`config.mk`:
```
export PLATFORM = sky130hd
export DESIGN_NAME = ikts_out_fifo
export DESIGN_NICKNAME = d
export VERILOG_FILES = /design/src/rtl/ikts_out_fifo.sv
export SDC_FILE = /design/constraint.sdc
export NUM_CORES = 2
export LEC_CHECK = 0
export ABC_AREA = 0
export BUFFER_PORTS_ARGS = -buffer_cell sky130_fd_sc_hd__buf_4
export CELL_PAD_IN_SITES_DETAIL_PLACEMENT = 1
export CELL_PAD_IN_SITES_GLOBAL_PLACEMENT = 2
export CORE_UTILIZATION = 46
export DETAILED_ROUTE_END_ITERATION = 10
export PLACE_DENSITY = 0.81
export SLEW_MARGIN = 20
export SYNTH_ARGS = -nofsm -noshare
export SYNTH_HDL_FRONTEND = slang
export SYNTH_SLANG_ARGS = --single-unit
```
`constraint.sdc`:
```
create_clock -name aclk -period 5.92 [get_ports aclk]
set_input_delay 0.888 -clock aclk [delete_from_list [all_inputs] [get_ports aclk]]
set_output_delay 0.888 -clock aclk [all_outputs]
set_load 0.02 [all_outputs]
```
`src/rtl/ikts_out_fifo.sv`:
```
// ============================================================================
// ikts_out_fifo
// Result queue with a registered output word that decouples the pipeline.
// ============================================================================
module ikts_out_fifo #(
    parameter int AW = 6,
    parameter int W  = 47
) (
    input  logic         aclk,
    input  logic         aresetn,
    input  logic         wr_en,
    input  logic [W-1:0] wr_data,
    output logic         rd_valid,
    input  logic         rd_ready,
    output logic [W-1:0] rd_data
);
    localparam int DEPTH = 1 << AW;

    logic [W-1:0]  mem [DEPTH];
    logic [AW-1:0] wr_ptr_reg;
    logic [AW-1:0] wr_ptr_next;
    logic [AW-1:0] rd_ptr_reg;
    logic [AW-1:0] rd_ptr_next;
    logic [AW:0]   fill_reg;
    logic [AW:0]   fill_next;
    logic          out_valid_reg;
    logic          out_valid_next;
    logic [W-1:0]  out_data_reg;
    logic          load;

    always_comb begin
        load        = (fill_reg != '0) && (!out_valid_reg || rd_ready);
        wr_ptr_next = wr_ptr_reg + AW'(wr_en);
        rd_ptr_next = rd_ptr_reg + AW'(load);
        fill_next   = fill_reg + (AW+1)'(wr_en) - (AW+1)'(load);
        if (load) begin
            out_valid_next = 1'b1;
        end else if (rd_ready) begin
            out_valid_next = 1'b0;
        end else begin
            out_valid_next = out_valid_reg;
        end
    end

    always_ff @(posedge aclk) begin
        if (wr_en) begin
            mem[wr_ptr_reg] <= wr_data;
        end
    end

    always_ff @(posedge aclk) begin
        if (load) begin
            out_data_reg <= mem[rd_ptr_reg];
        end
    end

    always_ff @(posedge aclk) begin
        if (!aresetn) begin
            wr_ptr_reg    <= '0;
            rd_ptr_reg    <= '0;
            fill_reg      <= '0;
            out_valid_reg <= 1'b0;
        end else begin
            wr_ptr_reg    <= wr_ptr_next;
            rd_ptr_reg    <= rd_ptr_next;
            fill_reg      <= fill_next;
            out_valid_reg <= out_valid_next;
        end
    end

    assign rd_valid = out_valid_reg;
    assign rd_data  = out_data_reg;

endmodule

```
==> results.md <==
* Synth unique cells at 57
* Post-synthesis compound-gate area fraction at 0.0212
* WL met2 at 164 mm
* Synthesized cell area at 117000 um2
* Vias at 57800
* Simple-Gate Fraction of Synth Area at 0.0113
* Post-synthesis adder-cell area fraction at 0.00156
* Row count at 184
* Syn Nets at 5108
* Post-synthesis sequential area ratio at 0.786
* Final setup violation count at 0
* Post-Synth XOR/XNOR Area at 0.000747
* Mux share of post-synthesis cell area at 0.165
* Core Area at 252000 um2
* Worst vdd rail ir drop at 0.000349 V
* Post-CTS Resized at 0
* Largest family of logic cells by synthesized area: multiplexers
* Register Area at 92200 um2
* CTS tree: yes
* Die area at 257000 um2
* DP HPWL at 184 mm
* Clock Tree Buf Depth at 4
* Final Hold Fails at 0
* Startpoint types: flip-flop
* Number of flip-flops in the largest register at 3008
* Worst-Margin Slew at 1.28 ns
* First-pass GRT wire length at 469 mm
* Root Buffer: clkbuf_16
* Highest metal used: met5
* RSZ-0062 raised after global routing: no
* Setup bufs post-CTS at 0
* Met3 wire len at 34.8 mm
* Syn Area/Cell at 23.2 um2
* Remaining DRCs at 0
* Vias in the first global route at 60000
* Via density at 6.45
* Pins Over Slew Limit at 0
* Layout cells sized above 1 at 0.270
* Multi-input logic area at 23900 um2
* Most common flop cell mapped by yosys: edfxtp_1
* Static leakage at 40.5 nW
* Die W at 507 um
* Relative slew slack at 0.147
* Port bufs at 98
* GRT Residual Overflow at 0
* H-tree lvl count at 5
* Clk sinks at 3075
* Antenna violations before repair at 19
* #FFs+latches synth at 3075
* P&R area growth vs syn at 13.5%
* Final wirelength at 338 mm
* Hold Crit Class: in -> reg
* DRT met1 WL at 125 mm
* Routed wire length per instance at 37.7 um
* Crit path arrival time at 4.68 ns
* Worst Path Required at 6.56 ns
* I/O pin count at 99
* Max_cap viols at 0
* Post-synth EDFFs at 3055
* Outcome: finished clean
* First drt pass iteration count at 7
* Die Y at 507 um
* Crit Path Class: reg -> reg
* Tot Pwr at 0.0563 W
* CP Max Fanout at 55
* Fin crit share at 0.682
* Total negative setup slack at 0 ns
* Initial Util at 0.464
* Final Util at 0.527
* Top post-synthesis cells by area: edfxtp_1 78%, mux4_2 14%, mux2i_1 2.2%
* Total Routing Usage GR at 0.263
* Final ANT Viol Nets at 0
* Ys async rst share at 0
* Leading area contributor after synthesis: edfxtp_1
* Setup Skew at 0.0594 ns
* Clk pin slew, worst setup/hold paths at 0.06 ns
* Number of DRC markers in iteration 0 at 8198
* Worst setup EP type: flip-flop
* YS warnings at 0
* Final Critical Period at 4.04 ns
* Final GP Congestion at 0.814
* FMAX at 248 MHz
* Synth top area share at 0.783
* Hold buffer count at cts at 0
* Pwr/cell area at 423 nW/um2
* Nets at 5422
* Synth Instances at 5043
* Clock latency on the worst-skew pair at 0.98 ns
* Largest net degree at the start of global routing at 146
* Fillers at 21600
* TritonCTS Buffers at 324
-- where the power goes --
| group | total [W] | internal, W | leakage, nW | switching (W) |
|---|---|---|---|---|
| clock network | 0.0196 | 0.0113 | 4.88 | 0.00825 |
| registers | 0.0248 | 0.0243 | 27.7 | 0.000523 |
| logic | 0.0118 | 0.00574 | 7.89 | 0.00609 |
-- worst paths after layout --
kind	start	end	slack [ns]	cells after the start
hold reg to reg	wr_ptr_reg[5]	wr_ptr_reg[5]	0.65	2
hold / removal	rd_ready	rd_valid	0.31	3
setup reg to reg	rd_ptr_reg[0]	rd_data[7]	1.88	7
setup / recovery	rd_ptr_reg[0]	rd_data[7]	1.88	7
-- critical path, stage by stage (launching register included) --
cell and delay (ns):
dfxtp_4 0.99, buf_12 0.35, buf_12 0.39, mux4_2 0.59, mux2i_1 0.20, nor2_1 0.10
a2111oi_1 0.85, o31ai_1 0.14
-- per-stage QoR --
| stage | setup slack [ns] | instance area [um2] | hold slack [ns] | std cells |
|---|---|---|---|---|
| final | 1.88 | 133000 | 0.306 | 8954 |
| after global routing | 1.75 | 133000 | 0.309 | 8950 |
| after CTS | 1.61 | 133000 | 0.256 | 8944 |
| after detailed placement | 1.70 | 123000 | 0.620 | 8377 |
| after global placement | 1.89 | 123000 | 0.576 | 8377 |
| after floorplan | 0.373 | 117000 | 0.552 | 5043 |
-- final cells by class --
cell class | instances | share of cell area
Sequential cell | 3075 | 0.693
Multi-Input combinational cell | 1678 | 0.180
Clock buffer | 411 | 0.0649
Tap cell | 3348 | 0.0315
Timing Repair Buffer | 264 | 0.0198
Clock inverter | 156 | 0.0104
Inverter | 14 | 0.000405
Antenna cell | 8 | 0.000151
-- cell usage after synthesis (16+ instances only) --
library cell,number
a2111oi_0,49
nor2b_1,16
mux2i_1,263
nor2_1,151
buf_2,80
o21ai_0,40
buf_4,33
buf_6,36
a211oi_1,16
o221ai_1,30
clkbuf_1,98
edfxtp_1,3055
a21oi_1,36
dfxtp_1,20
a211o_1,19
buf_1,25
mux4_2,739
and2_1,16
nand2_1,65
o22ai_1,78
-- cell usage in the layout, fill, tap and decap left out, drive strengths merged, types with 3 or more instances in the layout --
cell,count
o32ai,9
a221oi,10
nor2b,16
mux4,739
a21oi,36
nor2,151
o21ai,40
a31o,8
or2,3
xnor2,6
o221ai,30
a211oi,16
a22o,5
clkbuf,411
a22oi,14
dfxtp,20
a2111oi,50
nand2,65
inv,20
nor3,13
o31ai,9
bufinv,24
clkinv,121
mux2,5
and2,16
xor2,4
a211o,19
clkinvlp,5
or3,4
buf,264
a21boi,5
and3,6
edfxtp,3055
nand2b,11
mux2i,263
nand3,13
o22ai,78
ha,13
diode,8
-- kinds of logic after synthesis --
family | count (synthesis)
AO/OA/AOI/OAI | 344
flip-flops | 3075
multiplexers | 1007
AND/OR/NAND/NOR | 303
adder cells (fa/ha/maj) | 14
XOR/XNOR | 10
buffers and inverters | 290
-- layer usage --
metal / GRT usage / up-vias
met3: 0.0571 / 666
li1: - / 22200
met5: 0 / -
met4: 0.102 / 6
met2: 0.428 / 3565
met1: 0.349 / 31300
Note: power is estimated with default switching activity, not from simulation.
