## src/rtl/ikts_pkg.sv

```systemverilog
// ============================================================================
// ikts_pkg
// Shared widths, constants, types and helpers of the arm kinematics unit.
// ============================================================================
package ikts_pkg;

    localparam int CORDIC_STAGES_DEF = 18;
    localparam int ATAN_TAB_LEN      = 24;

    localparam int S_TDATA_W = 48;
    localparam int M_TDATA_W = 48;
    localparam int CFG_W     = 8;

    localparam int X_W  = 14;
    localparam int Z_W  = 13;
    localparam int SH_W = 15;
    localparam int FO_W = 15;
    localparam int LI_W = 16;

    localparam int NUM_W  = 30;
    localparam int DEN_W  = 25;
    localparam int BDEN_W = 36;
    localparam int RAD_W  = 50;
    localparam int ROOT_W = 25;
    localparam int REM_W  = 27;

    localparam int NLANE      = 3;
    localparam int NORM_W     = 42;
    localparam int NORM_TOP   = 41;
    localparam int NORM_STEPS = 6;
    localparam int CORD_W     = 45;
    localparam int ANG_W      = 20;

    localparam int K_W = 29;
    localparam logic signed [K_W-1:0] K_SHOULDER = 29'sd120157959;
    localparam logic signed [K_W-1:0] K_FOREARM  = 29'sd194393048;
    localparam logic signed [K_W-1:0] K_LIFT     = 29'sd109806622;

    localparam int         DIV62_SHIFT = 28;
    localparam logic [22:0] DIV62_MUL  = 23'd4329605;

    localparam logic signed [ANG_W-1:0] HALF_PI_Q = 20'sd102944;

    localparam logic signed [19:0] SH_MIN = -20'sd11520;
    localparam logic signed [19:0] SH_MAX = 20'sd5760;
    localparam logic signed [19:0] FO_MIN = -20'sd10000;
    localparam logic signed [19:0] FO_MAX = 20'sd14300;
    localparam logic signed [19:0] LI_MIN = -20'sd26810;
    localparam logic signed [19:0] LI_MAX = 20'sd26810;

    localparam logic [7:0] UPPER_ARM_RESET = 8'd212;
    localparam logic [7:0] FORE_ARM_RESET  = 8'd200;

    typedef enum logic {
        REG_UPPER_ARM = 1'b0,
        REG_FORE_ARM  = 1'b1
    } cfg_reg_t;

    typedef logic signed [NORM_W-1:0] nword_t;
    typedef nword_t nlanes_t [NLANE];
    typedef logic signed [CORD_W-1:0] cword_t;
    typedef cword_t clanes_t [NLANE];
    typedef logic signed [ANG_W-1:0] ang_t;
    typedef ang_t alanes_t [NLANE];

    function automatic logic [NORM_W-1:0] nmag(input nword_t v);
        return v[NORM_W-1] ? NORM_W'(-v) : NORM_W'(v);
    endfunction

    function automatic int norm_shift(input int k);
        return 32 >> k;
    endfunction

    function automatic ang_t atan_q(input int i);
        ang_t r;
        unique case (i)
            0:       r = 20'sd51472;
            1:       r = 20'sd30386;
            2:       r = 20'sd16055;
            3:       r = 20'sd8150;
            4:       r = 20'sd4091;
            5:       r = 20'sd2047;
            6:       r = 20'sd1024;
            7:       r = 20'sd512;
            8:       r = 20'sd256;
            9:       r = 20'sd128;
            10:      r = 20'sd64;
            11:      r = 20'sd32;
            12:      r = 20'sd16;
            13:      r = 20'sd8;
            14:      r = 20'sd4;
            15:      r = 20'sd2;
            16:      r = 20'sd1;
            default: r = 20'sd0;
        endcase
        return r;
    endfunction

endpackage

```

## src/rtl/ikts_norm_cell.sv

```systemverilog
// ============================================================================
// ikts_norm_cell
// One step of operand normalization: shifts a vector pair up when it is small.
// ============================================================================
module ikts_norm_cell #(
    parameter int SHIFT  = 1,
    parameter int SIDE_W = 1
) (
    input  logic              aclk,
    input  logic              aresetn,
    input  logic              valid_i,
    input  ikts_pkg::nlanes_t x_i,
    input  ikts_pkg::nlanes_t y_i,
    input  logic [SIDE_W-1:0] side_i,
    output logic              valid_o,
    output ikts_pkg::nlanes_t x_o,
    output ikts_pkg::nlanes_t y_o,
    output logic [SIDE_W-1:0] side_o
);
    import ikts_pkg::*;

    localparam logic [NORM_W-1:0] LIMIT = NORM_W'(1) << (NORM_TOP - SHIFT);

    logic [NORM_W-1:0] mx [NLANE];
    logic [NORM_W-1:0] my [NLANE];
    nlanes_t           x_next;
    nlanes_t           y_next;
    logic              valid_reg;
    nlanes_t           x_reg;
    nlanes_t           y_reg;
    logic [SIDE_W-1:0] side_reg;

    always_comb begin
        for (int l = 0; l < NLANE; l++) begin
            mx[l] = nmag(x_i[l]);
            my[l] = nmag(y_i[l]);
            if ((mx[l] < LIMIT) && (my[l] < LIMIT)) begin
                x_next[l] = x_i[l] <<< SHIFT;
                y_next[l] = y_i[l] <<< SHIFT;
            end else begin
                x_next[l] = x_i[l];
                y_next[l] = y_i[l];
            end
        end
    end

    always_ff @(posedge aclk) begin
        if (!aresetn) begin
            valid_reg <= 1'b0;
        end else begin
            valid_reg <= valid_i;
        end
    end

    always_ff @(posedge aclk) begin
        x_reg    <= x_next;
        y_reg    <= y_next;
        side_reg <= side_i;
    end

    assign valid_o = valid_reg;
    assign x_o     = x_reg;
    assign y_o     = y_reg;
    assign side_o  = side_reg;

endmodule

```

## config.mk

```make
export PLATFORM = sky130hd
export DESIGN_NAME = ikts_norm_cell
export DESIGN_NICKNAME = d
export VERILOG_FILES = /design/src/rtl/ikts_pkg.sv /design/src/rtl/ikts_norm_cell.sv
export SDC_FILE = /design/constraint.sdc
export NUM_CORES = 1
export LEC_CHECK = 0
export BUFFER_PORTS_ARGS = -buffer_cell sky130_fd_sc_hd__buf_4
export CORE_AREA = 2 2 199 201
export DETAILED_ROUTE_END_ITERATION = 12
export DIE_AREA = 0 0 201 203
export HOLD_SLACK_MARGIN = 0.03
export SLEW_MARGIN = 20
export SYNTH_ARGS = -nofsm -noshare
export SYNTH_HDL_FRONTEND = slang
export SYNTH_SLANG_ARGS = --single-unit
```

## constraint.sdc

```tcl
create_clock -name aclk -period 5.4 [get_ports aclk]
set_clock_uncertainty 0.1 [all_clocks]
set_input_delay 0.81 -clock aclk [delete_from_list [all_inputs] [get_ports aclk]]
set_output_delay 0.81 -clock aclk [all_outputs]
set_load 0.005 [all_outputs]
```

==> impl_metrics.yaml, run 1 <==
global_routing:
  gr-total-overflow: 0
  grt_usage_pct: 15.6
  grt_pass1_vias: 7879
  grt_antenna_before_repair: 0
  grt_first_pass_wirelength_um: 48700
  grt_max_degree: 53
status:
  status: "completed"
clock_network:
  ctsHoldBuffers: 0
  cts_setup_buffers: 0
  post_cts_resize_count: 0
  cts_tree: "done"
  clk_pin_slew_worst_paths_ns: 0.06
  numCtsBuffers: 28
  clk_path_buf_depth: 3
  clock_sinks: 254
  cts-root-buf: "clkbuf_16"
  h-tree-depth: 1
synth:
  synth_area_um2: 8940
  ys_types: 37
  syn_avg_cell_area_um2: 13.6
  async_reset_ff_share_pct: 0
  synth_seq_cells: 254
  syn_nets: 913
  synth_top_flop_cell: "dfxtp_1"
  seq_area_frac_synth_pct: 56.9
  yosysWarnings: 0
  synthCells: 657
  synth_edf_count: 0
routing:
  via_count: 7295
  first_pass_iters: 4
  wl_um: 33400
  wl_met3_um: 2930
  viasPerCell: 4.26
  top_layer_used: "met4"
  route.detailed.drc: 0
  drt_iter0_markers: 182
  ant_nets: 0
  wl_met1_um: 12700
  routed-wl-met2_um: 16900
  wl_per_cell_um: 19.5
final_layout:
  nets: 1430
  antennaDiodeCount: 0
  drive_gt1_share_pct: 67.3
  syn2layout_area_growth_pct: 59.8
  post-route-util_pct: 37.1
min_path:
  hp-class: "in2reg"
  holdCritStartpoint: "side_i"
  hold_depth: 1
  hold_end: "side_o"
placement:
  port-buffer-count: 509
  gp_congestion: 0.863
  hpwlAfterDp_um: 27500
  post-place-ws_ns: 1.39
pwr:
  p_comb_share_pct: 18.6
  ir_drop_v: 0.000238
  power-per-cell-area_nw_per_um2: 354
  power_frac_clock_pct: 39.2
  p_seq_share_pct: 42.2
  p_leak_uw: 0.00635
  swShare_pct: 23.5
  power.switching_uw: 1190
  total_power_uw: 5060
  internal_power_uw: 3870
die:
  fp.dieH_um: 203
  start_util_pct: 23.2
  ios: 510
  die_area_um2: 40800
  fp.coreArea_um2: 38500
  num_rows: 72
  die_w_um: 201
sta:
  setup_tns_ns: 0
  worst_slack_ns: 2.11
  finalCritPeriodShare_pct: 61.0
  hold_viol: 0
  worstMarginPinSlew_ns: 0.890
  setup_viol: 0
  max_freq_mhz: 304
  rsz0062_at_grt: "false"
  slew_viol_final: 0
  min_period_ns: 3.29
  slew_headroom_pct: 40.6
setup_path:
  crit_start: "y_i[38]"
  cp_max_fo: 39
  worstSetupStartpointType: "primary input"
  cp.arrival_ns: 3.62
  crit_path_end_kind: "flop"
  cp.required_ns: 5.73
  critPathKind: "in2reg"
job:
  cap_violations: 0
-- Yosys cell counts, types with 2 or more instances --
cell        n  share of area, %
xor2_1      5              0.49
nand2_1     6              0.25
mux2_2    198                25
nor4_1     53               3.7
inv_1       8              0.34
a211o_1     2              0.20
nand3_1     4              0.22
nand4_1    11              0.77
buf_2      15              0.84
nor3_1     10              0.56
nor2_1      8              0.34
nor4b_1     4              0.39
nor2b_1     7              0.49
o31ai_1     3              0.25
mux2_4     38               6.4
clkbuf_1    7              0.29
buf_6       5              0.63
dfxtp_1   254                57
-- worst max path at each step --
| stage | endpoint | slack, ns | depth (start not counted) |
|---|---|---|---|
| 6_report | x_o[16] | 2.11 | 6 |
| 5_1_grt | x_o[23] | 1.84 | 6 |
| 4_1_cts | x_o[17] | 1.97 | 6 |
| 3_5_place_dp | x_o[17] | 1.39 | 6 |
| 3_3_place_gp | x_o[11] | 0.94 | 6 |
| 2_1_floorplan | x_o[30] | 2.75 | 7 |
-- state kept, by name (all words and copies together) (netlist names) --
signal   cells
side_o       1
valid_o      1
y_o        126
x_o        126
-- metrics by stage --
stage	instance area, um^2	cells	hold WS [ns]
after floorplan	8940	657	0.738
after global placement	13300	1662	0.815
after detailed placement	13300	1662	0.818
after CTS	14300	1712	0.230
after global routing	14300	1712	0.225
final	14300	1712	0.270
-- layout make-up --
| cell class | count | area (um^2) |
|---|---|---|
| Multi-Input combinational cell | 367 | 3690 |
| Tap cell | 518 | 648 |
| Inverter | 8 | 30.0 |
| Clock inverter | 7 | 110 |
| Fill cell | 3806 | 24200 |
| Timing Repair Buffer | 515 | 3870 |
| Clock buffer | 43 | 858 |
| Sequential cell | 254 | 5080 |
-- worst max-delay path: stages --
cell	delay, ns
buf_4	0.12
nor4_2	0.54
nand4_1	0.38
o31ai_1	0.53
or2_2	0.79
mux2_2	0.41
-- power groups by stage --
| stage | clock (uW) | combinational, uW | sequential [uW] |
|---|---|---|---|
| 6_report | 1990 | 943 | 2130 |
| 2_1_floorplan | 0 | 330 | 2190 |
| 5_1_grt | 2120 | 1010 | 2150 |
| 3_3_place_gp | 0 | 945 | 2170 |
| 3_5_place_dp | 0 | 954 | 2180 |
| 4_1_cts | 2050 | 957 | 2140 |
-- cells in the final DEF, fill, tap and decap left out, types with 2 or more instances in the layout --
cell and count:
bufinv_16 3, nor2b_1 7, dfxtp_1 254, mux2_4 38
nand3_1 4, clkbuf_16 29, nor4_1 52, nor4b_1 4
clkbuf_8 8, clkbuf_1 6, a211o_1 2, clkinv_2 4
o31ai_1 3, nor3_1 10, xor2_1 5, inv_1 8
o31ai_4 2, nor2_1 7, nand4_1 11, nand2_1 6
buf_4 515, mux2_2 198
-- layer usage --
| metal | GRT usage (%) | vias up |
|---|---|---|
| met4 | 4.26 | 0 |
| met3 | 5.49 | 50 |
| li1 | - | 3444 |
| met2 | 28.5 | 371 |
| met5 | 0 | - |
| met1 | 17.1 | 3430 |
-- cell families (layout without fill, tap and decap cells) --
logic type,after synthesis,count (layout),share of synthesized area [%]
flops,254,254,56.9
mux,236,236,31.3
simple gates,107,107,7.01
buf+inv,36,573,2.18
compound gates,18,18,2.03
xor+xnor,6,6,0.588
Power figures use the tool's default switching activity.
==> run 2, diff against run 1 <==
Settings changed: ABC_AREA from default to 1, CORE_AREA 2 2 199 201 to 2 2 197 199, DIE_AREA 0 0 201 203 to 0 0 199 201.
Clock period 5.4 ns to 3.37 ns, I/O delays scaled along.
==> run 2 against run 1 <==
  * Utilization grew 3.5 points
  * Synthesized area grew 11%
  * Clock-buffer cell count is the same
  * Final area grew 8.4%
  * Die area shrank 2.0%
  * Sequential power grew 60%
  * Clock power grew 57%
  * Critical endpoint is now x_o[9]
==> impl_metrics.yaml, run 2 <==
status:
  status: "completed"
final_layout:
  fin_area_um2: 15500
  antennaDiodeCount: 0
  final_cells: 2448
  syn2layout_area_growth_pct: 56.7
  final_common_cell: "nand2_1"
  drive_gt1_share_pct: 30.1
  final_cell_mix: "653 x nand2_1, 521 x buf_4, 254 x dfxtp_1"
  nets: 2164
setup_path:
  cp.arrival_ns: 3.42
  crit_start: "y_i[26]"
  critPathKind: "in2reg"
  cp.required_ns: 3.72
  cpMaxStageDelayCell: "dlygate4sd3_1"
  crit_path_end_kind: "flop"
  cpMostUsedCell: "nand2_1"
  cp_max_fo: 48
  worstSetupStartpointType: "primary input"
  worstPathCellList: "dlygate4sd3_1 -> buf_4 -> or2_1 -> nor2_1 -> nand2_1 -> nor2_1 -> nand2_1 -> nand3_2 -> nand4_4 -> buf_12 -> nand2_1 -> nand2_1 -> dlygate4sd3_1"
  cp_slowest_stage_delay_ns: 0.55
global_routing:
  grt_max_degree: 83
  grt_pass1_vias: 10400
  grt_antenna_before_repair: 0
  grt_first_pass_wirelength_um: 56500
  gr-total-overflow: 0
  grt_usage_pct: 17.7
synth:
  synth_most_common_cell: "nand2_1"
  seq_area_frac_synth_pct: 51.4
  synth_area_um2: 9890
  synth.top_cell.area_share_pct: 51.4
  synth_seq_cells: 254
  synth_top_flop_cell: "dfxtp_1"
  syn_avg_cell_area_um2: 7.13
  yosys-top-cells-area: "dfxtp_1 51%, nand2_1 25%, nor2_1 6.5%"
  synthCells: 1387
  ys_types: 27
  synth_edf_count: 0
  syn_nets: 1643
  async_reset_ff_share_pct: 0
  yosys-top-cells-count: "653 x nand2_1, 254 x dfxtp_1, 172 x nor2_1"
  synth_top_cell_by_area: "dfxtp_1"
  yosysWarnings: 0
die:
  fp.dieH_um: 201
  fp.coreArea_um2: 38100
  start_util_pct: 25.9
  ios: 510
  die_area_um2: 40000
  num_rows: 72
  die_w_um: 199
pwr:
  internal_power_uw: 5910
  power-per-cell-area_nw_per_um2: 516
  p_comb_share_pct: 18.5
  p_leak_uw: 0.00782
  p_seq_share_pct: 42.5
  swShare_pct: 26.1
  total_power_uw: 8000
  power_frac_clock_pct: 39.0
  ir_drop_v: 0.000354
  power.switching_uw: 2090
clock_network:
  clk_path_buf_depth: 3
  h-tree-depth: 1
  clock_sinks: 254
  cts-root-buf: "clkbuf_16"
  numCtsBuffers: 29
  post_cts_resize_count: 0
  clk_pin_slew_worst_paths_ns: 0.07
  cts_tree: "done"
placement:
  post-place-ws_ns: 0.739
  dp_cells: 2351
  port-buffer-count: 509
  gp_congestion: 0.897
  hpwlAfterDp_um: 28200
  place_area_um2: 14100
sta:
  setup_viol: 0
  slew_headroom_pct: 45.1
  finalCritPeriodShare_pct: 90.9
  setup_tns_ns: 0
  hold_viol: 0
  slew_viol_final: 0
  rsz0062_at_grt: "false"
  max_freq_mhz: 326
  worst_slack_ns: 0.307
  worstMarginPinSlew_ns: 0.823
  min_period_ns: 3.06
routing:
  drt_iter0_markers: 563
  first_pass_iters: 5
  viasPerCell: 4.46
  wl_per_cell_um: 15.2
  wl_um: 37300
  via_count: 10900
  route.detailed.drc: 0
  ant_nets: 0
min_path:
  holdCritStartpoint: "y_i[93]"
  hp-class: "in2reg"
job:
  cap_violations: 0
run 2: cell types whose count changed after synthesis, sizes merged, moves of 12 or more:
cell | previous run | this run
inv | 8 | 23
nand3 | 4 | 16
nor2 | 9 | 174
nor4 | 53 | 1
buf | 21 | 50
clkbuf | 7 | 28
nand4 | 11 | 88
o21ai | 1 | 80
mux2 | 236 | 0
nand2 | 6 | 658
run 2: cells by family after synthesis:
kind of cell | Yosys count | synth area share, %
and+or+nand+nor | 949 | 39.3
AOI/OAI and AO/OA | 83 | 4.28
DFF | 254 | 51.4
buffers and inverters | 101 | 4.95
run 2: power by group through the flow:
stage	Clock (uW)	Combinational, uW	Sequential [uW]
floorplan	0	466	3490
global placement	0	1430	3460
detailed placement	0	1440	3460
CTS	3200	1490	3400
global route	3320	1630	3420
finish	3120	1480	3400
run 2: repair_timing:
action | 4_1_cts | 5_1_grt
setup buffers | 0 | 0
hold endpoints to repair | 41 | 0
hold buffers | 44 | 0
run 2: metal layers:
layer	part of all wire, %	vias up	global-route usage [%]	routed length, um
met4	3.2	0	6.80	1190
li1	-	5428	-	-
met2	49	439	30.4	18100
met5	0	-	0	0
met3	8.6	72	4.87	3200
met1	40	4983	20.8	14800
run 2: worst max-delay path, delay by kind of cell:
family | cells | cell delay [ns]
simple gates | 9 | 1.28
buf+inv | 4 | 1.60
run 2: area by class of cell:
cell class | instances | area (um^2)
Sequential cell | 254 | 5080
Tap cell | 518 | 648
Timing Repair Buffer | 568 | 4410
Inverter | 23 | 86.3
Multi-Input combinational cell | 1032 | 4320
Clock buffer | 43 | 828
Fill cell | 3927 | 22600
Clock inverter | 10 | 113
run 2: worst paths after layout:
path,end,depth (start not counted)
worst max-delay path,x_o[9],13
worst min-delay path,y_o[93],3
run 2: metrics by stage:
step | hold WS (ns) | utilization [%]
after floorplan | 0.433 | -
after global placement | 0.512 | 37.0
after detailed placement | 0.511 | 37.0
after CTS | 0.0305 | 40.7
after global routing | 0.0403 | 40.7
final | 0.0627 | 40.7
