==> src/rtl/ikts_pkg.sv <==
// ============================================================================
// ikts_pkg
// Shared widths, constants, types and helpers of the arm kinematics unit.
// ============================================================================
package ikts_pkg;

    localparam int CORDIC_STAGES_DEF = 18;
    localparam int ATAN_TAB_LEN      = 24;

    localparam int S_TDATA_W = 48;
    localparam int M_TDATA_W = 48;
    localparam int CFG_W     = 8;

    localparam int X_W  = 14;
    localparam int Z_W  = 13;
    localparam int SH_W = 15;
    localparam int FO_W = 15;
    localparam int LI_W = 16;

    localparam int NUM_W  = 30;
    localparam int DEN_W  = 25;
    localparam int BDEN_W = 36;
    localparam int RAD_W  = 50;
    localparam int ROOT_W = 25;
    localparam int REM_W  = 27;

    localparam int NLANE      = 3;
    localparam int NORM_W     = 42;
    localparam int NORM_TOP   = 41;
    localparam int NORM_STEPS = 6;
    localparam int CORD_W     = 45;
    localparam int ANG_W      = 20;

    localparam int K_W = 29;
    localparam logic signed [K_W-1:0] K_SHOULDER = 29'sd120157959;
    localparam logic signed [K_W-1:0] K_FOREARM  = 29'sd194393048;
    localparam logic signed [K_W-1:0] K_LIFT     = 29'sd109806622;

    localparam int         DIV62_SHIFT = 28;
    localparam logic [22:0] DIV62_MUL  = 23'd4329605;

    localparam logic signed [ANG_W-1:0] HALF_PI_Q = 20'sd102944;

    localparam logic signed [19:0] SH_MIN = -20'sd11520;
    localparam logic signed [19:0] SH_MAX = 20'sd5760;
    localparam logic signed [19:0] FO_MIN = -20'sd10000;
    localparam logic signed [19:0] FO_MAX = 20'sd14300;
    localparam logic signed [19:0] LI_MIN = -20'sd26810;
    localparam logic signed [19:0] LI_MAX = 20'sd26810;

    localparam logic [7:0] UPPER_ARM_RESET = 8'd212;
    localparam logic [7:0] FORE_ARM_RESET  = 8'd200;

    typedef enum logic {
        REG_UPPER_ARM = 1'b0,
        REG_FORE_ARM  = 1'b1
    } cfg_reg_t;

    typedef logic signed [NORM_W-1:0] nword_t;
    typedef nword_t nlanes_t [NLANE];
    typedef logic signed [CORD_W-1:0] cword_t;
    typedef cword_t clanes_t [NLANE];
    typedef logic signed [ANG_W-1:0] ang_t;
    typedef ang_t alanes_t [NLANE];

    function automatic logic [NORM_W-1:0] nmag(input nword_t v);
        return v[NORM_W-1] ? NORM_W'(-v) : NORM_W'(v);
    endfunction

    function automatic int norm_shift(input int k);
        return 32 >> k;
    endfunction

    function automatic ang_t atan_q(input int i);
        ang_t r;
        unique case (i)
            0:       r = 20'sd51472;
            1:       r = 20'sd30386;
            2:       r = 20'sd16055;
            3:       r = 20'sd8150;
            4:       r = 20'sd4091;
            5:       r = 20'sd2047;
            6:       r = 20'sd1024;
            7:       r = 20'sd512;
            8:       r = 20'sd256;
            9:       r = 20'sd128;
            10:      r = 20'sd64;
            11:      r = 20'sd32;
            12:      r = 20'sd16;
            13:      r = 20'sd8;
            14:      r = 20'sd4;
            15:      r = 20'sd2;
            16:      r = 20'sd1;
            default: r = 20'sd0;
        endcase
        return r;
    endfunction

endpackage

==> src/rtl/ikts_sqrt_cell.sv <==
// ============================================================================
// ikts_sqrt_cell
// One digit of the integer square root; passes side data to the next cell.
// ============================================================================
module ikts_sqrt_cell #(
    parameter int SIDE_W = 1
) (
    input  logic                        aclk,
    input  logic                        aresetn,
    input  logic                        valid_i,
    input  logic [ikts_pkg::RAD_W-1:0]  rad_i,
    input  logic [ikts_pkg::REM_W-1:0]  rem_i,
    input  logic [ikts_pkg::ROOT_W-1:0] root_i,
    input  logic [SIDE_W-1:0]           side_i,
    output logic                        valid_o,
    output logic [ikts_pkg::RAD_W-1:0]  rad_o,
    output logic [ikts_pkg::REM_W-1:0]  rem_o,
    output logic [ikts_pkg::ROOT_W-1:0] root_o,
    output logic [SIDE_W-1:0]           side_o
);
    import ikts_pkg::*;

    logic [REM_W-1:0]  cur;
    logic [REM_W-1:0]  trial;
    logic              ge;
    logic              valid_reg;
    logic [RAD_W-1:0]  rad_reg;
    logic [REM_W-1:0]  rem_reg;
    logic [REM_W-1:0]  rem_next;
    logic [ROOT_W-1:0] root_reg;
    logic [ROOT_W-1:0] root_next;
    logic [SIDE_W-1:0] side_reg;

    always_comb begin
        cur       = {rem_i[REM_W-3:0], rad_i[RAD_W-1 -: 2]};
        trial     = {root_i, 2'b01};
        ge        = (cur >= trial);
        rem_next  = ge ? (cur - trial) : cur;
        root_next = {root_i[ROOT_W-2:0], ge};
    end

    always_ff @(posedge aclk) begin
        if (!aresetn) begin
            valid_reg <= 1'b0;
        end else begin
            valid_reg <= valid_i;
        end
    end

    always_ff @(posedge aclk) begin
        rad_reg  <= {rad_i[RAD_W-3:0], 2'b00};
        rem_reg  <= rem_next;
        root_reg <= root_next;
        side_reg <= side_i;
    end

    assign valid_o = valid_reg;
    assign rad_o   = rad_reg;
    assign rem_o   = rem_reg;
    assign root_o  = root_reg;
    assign side_o  = side_reg;

endmodule

==> config.mk <==
export PLATFORM = sky130hd
export DESIGN_NAME = ikts_sqrt_cell
export DESIGN_NICKNAME = d
export VERILOG_FILES = /design/src/rtl/ikts_pkg.sv /design/src/rtl/ikts_sqrt_cell.sv
export SDC_FILE = /design/constraint.sdc
export NUM_CORES = 1
export LEC_CHECK = 0
export ABC_CLOCK_PERIOD_IN_PS = 3940
export BUFFER_PORTS_ARGS = -buffer_cell sky130_fd_sc_hd__buf_2
export CAP_MARGIN = 40
export CORE_ASPECT_RATIO = 1.2
export CORE_UTILIZATION = 47
export CTS_CLUSTER_SIZE = 25
export DETAILED_ROUTE_END_ITERATION = 6
export MAX_ROUTING_LAYER = met4
export PLACE_DENSITY = 0.84
export SLEW_MARGIN = 20
export SYNTH_ARGS = -nofsm -noshare
export SYNTH_HDL_FRONTEND = slang
export SYNTH_SLANG_ARGS = --single-unit
==> constraint.sdc <==
create_clock -name aclk -period 3.94 [get_ports aclk]
set_input_delay 0.394 -clock aclk [delete_from_list [all_inputs] [get_ports aclk]]
set_output_delay 0.394 -clock aclk [all_outputs]
set_load 0.03 [all_outputs]
==> results of run 1 <==
==> Yosys cell counts (all sizes together) (2+ instances only) <==
cell type | count | share of area (%)
nor2 | 9 | 0.90
nand3 | 4 | 0.53
o21bai | 3 | 0.60
o211ai | 4 | 0.80
ha | 27 | 9.0
a21boi | 2 | 0.40
clkbuf | 4 | 0.43
xor2 | 6 | 1.4
xnor2 | 17 | 4.0
nand2 | 41 | 4.1
dfxtp | 102 | 54
o21a | 4 | 0.80
a211oi | 2 | 0.40
buf | 7 | 1.4
nor2b | 3 | 0.50
a21oi | 21 | 2.8
inv | 34 | 3.4
nand2b | 3 | 0.50
a21o | 9 | 1.8
nand4 | 6 | 1.0
nor3 | 4 | 0.53
o21ai | 34 | 4.6
or3 | 2 | 0.33
and3 | 2 | 0.33
==> metal layers <==
| layer | up-vias | global-route usage (%) |
|---|---|---|
| li1 | 1674 | - |
| met1 | 1540 | 22.3 |
| met2 | 158 | 42.2 |
| met3 | 22 | 6.25 |
| met4 | 0 | 8.08 |
| met5 | - | - |
==> metrics by stage <==
stage / setup slack [ps] / power (uW)
floorplan: 1140 / 1600
global placement: 565 / 1780
detailed placement: 499 / 1790
CTS: 872 / 2420
global route: 651 / 2530
finish: 933 / 2410
==> cell type report <==
| type | count | area (sq um) |
|---|---|---|
| Tap cell | 92 | 115 |
| Timing Repair Buffer | 206 | 1050 |
| Inverter | 34 | 128 |
| Sequential cell | 102 | 2040 |
| Clock buffer | 9 | 124 |
| Multi-Input combinational cell | 226 | 1530 |
| Fill cell | 626 | 2650 |
| Clock inverter | 7 | 62.6 |
==> state kept, by name, summed over array words and instances, names as in the netlist <==
register and flops:
side_o 1, valid_o 1, rad_o 48, rem_o 27
root_o 25
==> worst paths after layout <==
kind	to	startpoint	depth (start not counted)
setup / recovery	rem_o[25]	root_i[0]	12
hold / removal	rad_o[16]	rad_i[14]	1
==> power groups by stage <==
| stage | Clock, uW | Sequential [uW] | Combinational [uW] |
|---|---|---|---|
| floorplan | 0 | 1360 | 243 |
| global placement | 0 | 1160 | 616 |
| detailed placement | 0 | 1170 | 628 |
| CTS | 643 | 1140 | 631 |
| global route | 688 | 1150 | 688 |
| finish | 626 | 1140 | 638 |
==> worst max-delay path: stages <==
cell,delay (ps)
buf_2,90
inv_1,40
ha_1,330
o21ai_0,140
a22oi_1,330
a31oi_1,180
a21oi_1,360
a32oi_1,260
o31a_2,540
buf_16,240
a211o_1,220
o211a_1,110
==> cell families (layout without fill, tap and decap cells) <==
group,Yosys count,count (layout),synth area share (%)
compound gates,92,92,15.2
other cells,1,2,0.0996
fa+ha+maj,27,27,8.97
mux,2,2,0.664
simple gates,80,80,10.3
xor+xnor,23,23,5.35
buf+inv,45,256,5.22
flops,102,102,54.2
==> summary.txt, run 1 <==
Clock network
  – Clock-pin slew on the worst setup and hold paths: 110 ps
  – # hold bufs at CTS: 0
  – Post-cts resize count: 0
  – CTS buffer count: 9
  – H-tree depth: 3
  – CTS max path bufs: 2
  – CTS tree: yes
  – Clk root buf: clkbuf_8
  – Clk sinks: 102
  – # Post-CTS Setup Buffers: 0

STA
  – Slew Viols, Final: 0
  – Total negative setup slack: 0 ps
  – Tcrit/Tclk final: 76.3%
  – Slew margin rel.: 53.6%
  – Final worst path period need: 3010 ps
  – RSZ-0062 raised after global routing: no
  – Min Hold Slack: 129 ps
  – Highest clock rate: 333 MHz
  – Setup violators final: 0
  – Slew of the pin with the lowest slew margin: 679 ps
  – Final Hold Violating Endpoints: 0

Yosys
  – Unique masters post-synth: 50
  – Yosys warns: 0
  – Top_reg_cell synth: dfxtp_1
  – Syn Area/Cell: 10.1 sq um
  – Syn Inst Count: 372
  – Share of flip-flops with an asynchronous set or reset: 0%
  – Post-synth EDFFs: 0
  – Synthesized cell area: 3770 sq um
  – Sequential share of the synthesized area: 54.2%
  – Seq cells post-synth: 102

Setup path
  – Critical path arrival: 3250 ps
  – Worst Setup End Kind: flop
  – Worst EP required: 4180 ps
  – CP Launch Type: input port
  – Crit path kind: in2reg
  – Critical path peak fanout: 28

Drt
  – Via-to-Cell Ratio: 5.02
  – Routed met1 length: 3430 microns
  – Highest metal used: met4
  – Drt total wl: 9340 microns
  – Drt wl/cell: 13.8 microns
  – DRC viols: 0
  – Number of routed nets with antenna violations: 0
  – Met3 routed WL: 693 microns
  – DR vias: 3,394
  – First-pass detailed-route iteration total: 4
  – DR WL met2: 4940 microns
  – Iteration-0 DRC Markers: 87

Floorplan
  – Core area: 7710 sq um
  – Die ar.: 8380 sq um
  – Std cell rows: 35
  – Die width: 83.7 microns
  – Die H: 100 microns
  – Ports: 210
  – Initial cell density of the core: 48.9%

Cells and area
  – Final #Nets: 712
  – Finished Layout Cells: 676
  – Area Overhead vs Synth: 34.3%
  – Most frequent cells in the layout: 205 x buf_2, 102 x dfxtp_1, 41 x nand2_1
  – Antenna Cells: 0
  – Share of post-route cells with drive strength above 1: 39.2%
  – Fin util: 65.6%
  – Most common cell after layout, fill and taps aside: buf_2
  – Finished Cell Area: 5060 sq um

GRT
  – Largest net degree at the start of global routing: 52
  – Vias in the first global route: 3,264
  – First-pass GRT wire length: 14,700 microns
  – Grt total ovfl: 0
  – Initial antenna violation count: 0
  – Total Routing Usage GR: 22.5%

Power
  – Net Sw Power: 814 uW
  – Int Pwr: 1590 uW
  – P_leak: 0.00265 uW
  – Combinational share of power: 26.5%
  – Switching share of power: 33.9%
  – Peak supply drop: 393 uV
  – Power share of the clock group: 26.0%
  – Seq pwr share: 47.5%
  – PwrDens: 476 nW/um^2

Run
  – Max-cap violation count: 0

Placement
  – Placed Cells: 659
  – Number of port buffers: 205
  – GP Congestion: 0.929
  – Area after DPL: 4840 sq um
  – Hpwl dp: 7520 microns

Hold path
  – Hold Path Class: in2reg

Status
  – Status: complete, no violations
Note: power is estimated with default switching activity, not from simulation.
==> run 2: changes to the inputs <==
ABC_CLOCK_PERIOD_IN_PS = 2490   (was 3940)
CORE_UTILIZATION = 40   (was 47)
PLACE_DENSITY = 0.76   (was 0.84)
clock period = 2.49 ns   (was 3.94 ns; I/O delays follow)
==> run 2 against run 1 <==
Net effect:
- cell area is 23% higher
- cell count is 21% higher
- non-clock buffer count is 114 higher
- worst setup slack worse by 840 ps
- core utilization is 3.0 points higher
- count of clock-buffer cells in the layout is 1 higher
- first-iteration DRC count is 54% higher
- largest cell class is now non-clock buffers
==> summary.txt, run 2 (synthesized netlist as in run 1, its figures left out) <==
Status
  – Status: complete, no violations

Placement
  – Number of port buffers: 205 (unchanged)
  – Placed Cells: 731 (+11%)
  – Hpwl dp: 8120 microns (+7.9%)
  – GP Congestion: 0.931 (+0.15%)

Cells and area
  – Fill cells: 679 (+8.5%)
  – Area Overhead vs Synth: 65.4%
  – Share of post-route cells with drive strength above 1: 40.5% (+1.3 points)
  – Finished Layout Cells: 818 (+21%)
  – Antenna Cells: 0 (unchanged)
  – Max reg flops: 48 (unchanged)
  – Final #Nets: 826 (+16%)
  – Most common cell after layout, fill and taps aside: buf_2
  – Most frequent cells in the layout: 205 x buf_2, 102 x dfxtp_1, 71 x dlygate4sd3_1

STA
  – Setup violators final: 0 (unchanged)
  – RSZ-0062 raised after global routing: yes
  – Slew of the pin with the lowest slew margin: 512 ps (-167 ps)
  – Slew Viols, Final: 0 (unchanged)
  – Final Hold Violating Endpoints: 0 (unchanged)
  – Final worst path period need: 2400 ps
  – Slew margin rel.: 65.3% (+12 points)
  – Tcrit/Tclk final: 96.4%
  – Highest clock rate: 417 MHz
  – Min Hold Slack: 31.1 ps (-98.2 ps)

Hold path
  – Hold Path Stages: 1 (unchanged)
  – HP Start: rad_i[11]
  – Hold path endpoint: rad_o[13]
  – Hold Path Class: in2reg

GRT
  – Initial antenna violation count: 0 (unchanged)
  – Largest net degree at the start of global routing: 25 (-52%)
  – Vias in the first global route: 3,861 (+18%)
  – First-pass GRT wire length: 18,300 microns (+25%)
  – Total Routing Usage GR: 24.6% (+2.0 points)
  – Grt total ovfl: 0 (unchanged)

Floorplan
  – Die ar.: 9810 sq um (+17%)
  – Core area: 9080 sq um (+18%)
  – Ports: 210 (unchanged)
  – Std cell rows: 38 (+8.6%)
  – Initial cell density of the core: 41.5% (-7.4 points)
  – Die H: 108 microns (+8.2%)
  – Die width: 90.6 microns (+8.2%)

Power
  – Int Pwr: 2700 uW (+70%)
  – Switching share of power: 33.3% (-0.53 points)
  – Seq pwr share: 44.9% (-2.6 points)
  – P_leak: 0.00315 uW (+19%)
  – Power share of the clock group: 25.0% (-1.0 points)
  – PwrDens: 650 nW/um^2 (+37%)
  – Net Sw Power: 1350 uW (+66%)
  – Peak supply drop: 351 uV (-11%)
  – Tot Pwr: 4050 uW (+68%)
  – Combinational share of power: 30.1% (+3.6 points)

Drt
  – First-pass detailed-route iteration total: 4 (unchanged)
  – Iteration-0 DRC Markers: 134 (+54%)
  – Via-to-Cell Ratio: 4.64 (-7.6%)
  – Number of routed nets with antenna violations: 0 (unchanged)
  – DRC viols: 0 (unchanged)
  – Drt wl/cell: 14.4 microns (+4.5%)
  – DR vias: 3,795 (+12%)
  – Drt total wl: 11,800 microns (+26%)

Clock network
  – Clk root buf: clkbuf_8
  – # Post-CTS Setup Buffers: 0 (unchanged)
  – CTS buffer count: 9 (unchanged)
  – CTS tree: yes
  – H-tree depth: 3 (unchanged)
  – CTS max path bufs: 2 (unchanged)
  – Clk sinks: 102 (unchanged)
  – Clock-pin slew on the worst setup and hold paths: 110 ps (about the same)

Setup path
  – Critical path peak fanout: 12 (-57%)
  – Crit path kind: in2reg
  – Critical path's slowest cell: dlygate4sd3_1
  – Crit path top cell by count: a21o_1
  – Worst EP required: 2760 ps (-1420 ps)
  – Max stage delay on crit path: 540 ps (about the same)
  – Worst path cell trace: dlygate4sd3_1 -> buf_2 -> inv_1 -> ha_4 -> buf_4 -> a21o_1 -> a21o_1 -> a21oi_2 -> o21ai_4 -> nor2_1 -> o31a_2 -> buf_12 -> mux2_4
  – Worst Setup End Kind: flop
  – CP Launch Type: input port
  – Critical path arrival: 2670 ps (-580 ps)

Run
  – Max-cap violation count: 0 (unchanged)
run 2: cell count changes in the layout (fill, tap and decap cells not counted), sizes merged:
cell / delta
buf: +43
clkbuf: +1
clkinvlp: +1
dlygate4sd3: +71
inv: -2
run 2: how the worst max path moves through the flow:
stage | start | endpoint | cells past startpoint
2_1_floorplan | root_i[15] | rem_o[4] | 12
3_3_place_gp | root_i[1] | rem_o[26] | 12
3_5_place_dp | root_i[1] | rem_o[26] | 12
4_1_cts | root_i[22] | rem_o[25] | 12
5_1_grt | root_i[22] | rem_o[14] | 15
6_report | root_i[22] | rem_o[4] | 13
run 2: layout make-up:
type	count	area (sq um)	share of cell area, %
Clock buffer	10	138	2.21
Inverter	34	128	2.05
Sequential cell	102	2040	32.8
Multi-Input combinational cell	226	1630	26.1
Tap cell	120	150	2.41
Clock inverter	6	52.6	0.843
Timing Repair Buffer	320	2090	33.6
run 2: critical path: cells and delay by family:
kind	cells	cell delay (ps)
mux	1	290
fa+ha+maj	1	210
buf+inv	5	1050
compound gates	5	780
simple gates	1	90
run 2: what timing repair did:
item	CTS	global route
endpoints found under the hold margin	70	1
setup endpoints to repair	0	24
hold buffers	70	1
resized for setup	0	8
run 2: layer usage:
layer,wire (microns),part of all wire [%],global-route usage [%],vias up
met4,261,2.2,8.53,0
met5,0,0,-,-
met1,4460,38,24.4,1735
met2,6200,53,45.6,149
li1,-,-,-,1892
met3,887,7.5,7.31,19
run 2: metrics by stage:
step	utilization, %	area [sq um]	setup WS, ps	TNS [ps]
after global placement	58.2	5280	-265	-3100
final	68.6	6230	90.5	0
after detailed placement	58.2	5280	-314	-3920
after CTS	68.0	6170	64.0	0
after floorplan	-	3830	0.188	0
after global routing	68.6	6230	-24.5	-118
run 2: power by group through the flow:
| stage | Combinational (uW) | Sequential [uW] | Clock [uW] |
|---|---|---|---|
| 2_1_floorplan | 399 | 2150 | 0 |
| 3_3_place_gp | 1100 | 1850 | 0 |
| 3_5_place_dp | 1110 | 1850 | 0 |
| 4_1_cts | 1200 | 1810 | 1020 |
| 5_1_grt | 1310 | 1830 | 1100 |
| 6_report | 1220 | 1820 | 1010 |
==> run 3: changes to the inputs <==
CORE_UTILIZATION = 41   (was 40)
CTS_BUF_LIST = sky130_fd_sc_hd__clkbuf_2 sky130_fd_sc_hd__clkbuf_4 sky130_fd_sc_hd__clkbuf_8   (was unset)
CTS_CLUSTER_DIAMETER = 40   (was unset)
PLACE_DENSITY = 0.78   (was 0.76)
==> run 3 against run 2 <==
Net effect:
- hold slack improved by 46 ps
- maximum frequency decreased by 0.27%
- global-route usage increased by 1.5 points
==> summary.txt, run 3 (synthesized netlist as in run 1, its figures left out) <==
Status
  – Status: complete, no violations

Clock network
  – Clk sinks: 102 (unchanged)
  – H-tree depth: 3 (unchanged)
  – Clk root buf: clkbuf_8
  – CTS tree: yes
  – CTS max path bufs: 2 (unchanged)
  – Clock-pin slew on the worst setup and hold paths: 100 ps (about the same)
  – CTS buffer count: 9 (unchanged)
  – # Post-CTS Setup Buffers: 0 (unchanged)

Cells and area
  – Fin util: 71.2% (+2.6 points)
  – Fill cells: 628 (-7.5%)
  – Antenna Cells: 0 (unchanged)
  – Most frequent cells in the layout: 205 x buf_2, 102 x dfxtp_1, 73 x dlygate4sd3_1
  – Area Overhead vs Synth: 65.4% (about the same)
  – Most common cell after layout, fill and taps aside: buf_2
  – Finished Layout Cells: 816 (-0.24%)
  – Final #Nets: 827 (+0.12%)
  – Max reg flops: 48 (unchanged)
  – Share of post-route cells with drive strength above 1: 40.3% (-0.20 points)

Setup path
  – Critical path arrival: 2680 ps (about the same)
  – Critical path peak fanout: 3 (-9)
  – Worst Setup End Kind: flop
  – CP Launch Type: input port
  – Worst EP required: 2760 ps (about the same)
  – Crit path kind: in2reg
  – Worst setup path start: root_i[9]

GRT
  – Grt total ovfl: 0 (unchanged)
  – Met1 Use GR: 24.7% (+0.26 points)
  – First-pass GRT wire length: 18,300 microns (about the same)
  – Initial antenna violation count: 0 (unchanged)
  – Vias in the first global route: 3,993 (+3.4%)
  – Top Usage Layer GRT: met2
  – Largest net degree at the start of global routing: 19 (-24%)
  – Met2 GRT Util: 47.9% (+2.4 points)
  – Met3 Resource Use GR: 5.77% (-1.5 points)
  – Total Routing Usage GR: 26.1% (+1.5 points)

Drt
  – Via-to-Cell Ratio: 4.71 (+1.5%)
  – DR vias: 3,842 (+1.2%)
  – First-pass detailed-route iteration total: 4 (unchanged)
  – DRC viols: 0 (unchanged)
  – Number of routed nets with antenna violations: 0 (unchanged)
  – Drt total wl: 12,100 microns (+2.7%)
  – Drt wl/cell: 14.9 microns (+3.0%)
  – Iteration-0 DRC Markers: 90 (-33%)

Floorplan
  – Std cell rows: 37 (-2.6%)
  – Initial cell density of the core: 43.0% (+1.6 points)
  – Ports: 210 (unchanged)
  – Core area: 8750 sq um (-3.7%)
  – Die H: 107 microns (-1.2%)
  – Die width: 89.5 microns (-1.2%)
  – Die ar.: 9570 sq um (-2.4%)

STA
  – Tcrit/Tclk final: 96.6% (+0.26 points)
  – Setup violators final: 0 (unchanged)
  – Highest clock rate: 416 MHz (-0.27%)
  – Final worst path period need: 2410 ps (+6.46 ps)
  – Final Hold Violating Endpoints: 0 (unchanged)
  – Total negative setup slack: 0 ps (unchanged)
  – Min Hold Slack: 77.0 ps (+46.0 ps)
  – Slew Viols, Final: 0 (unchanged)

Hold path
  – Hold Path Class: in2reg
  – HP Start: valid_i

Power
  – Peak supply drop: 333 uV (-5.1%)
  – PwrDens: 661 nW/um^2 (+1.7%)
  – Tot Pwr: 4110 uW (+1.6%)
  – P_leak: 0.00316 uW (+0.46%)

Run
  – Max-cap violation count: 0 (unchanged)

Placement
  – Placed Cells: 727 (-0.55%)
  – GP Congestion: 0.877 (-5.8%)
  – Hpwl dp: 8210 microns (+1.1%)
  – Number of port buffers: 205 (unchanged)
-- run 3: power by group --
group          internal [uW]  leakage, uW  switching (uW)
combinational            503      0.00220             717
sequential              1780     0.000860            38.8
clock                    480    0.0000997             599
-- run 3: layout make-up --
cell class | instances | area, sq um | share of cell area, %
Multi-Input combinational cell | 226 | 1630 | 26.1
Clock buffer | 9 | 124 | 1.99
Timing Repair Buffer | 321 | 2080 | 33.4
Inverter | 34 | 128 | 2.05
Tap cell | 117 | 146 | 2.35
Sequential cell | 102 | 2040 | 32.8
Clock inverter | 7 | 81.3 | 1.31
-- run 3: per-layer routing --
metal  wire, microns  up-vias
li1                -     1902
met3             763       37
met5               0        -
met4             413        0
met1            4430     1751
met2            6520      152
-- run 3: what timing repair did --
action                     CTS  global route
hold buffers                73             0
resized for setup            0             9
hold endpoints to repair    73             0
setup endpoints to repair    0            26
-- run 3: worst paths after layout --
path / to / slack (ps) / cells past startpoint
max: rem_o[25] / 80 / 13
min: valid_o / 80 / 2
-- run 3: worst max-delay path: stages --
cell and delay (ps):
dlygate4sd3_1 530, buf_2 120, inv_1 50, ha_1 200, a21oi_2 170, a21oi_1 90, nor2b_1 160, a21oi_2 70
a32oi_2 240, buf_4 160, o211ai_1 190, a211o_1 340, o211a_1 110
-- run 3: through the flow --
stage          worst slack, ps  area, sq um
5_1_grt                  -16.2         6230
3_3_place_gp              -211         5250
4_1_cts                   30.2         6180
6_report                  84.0         6230
3_5_place_dp              -248         5250
2_1_floorplan            0.188         3830
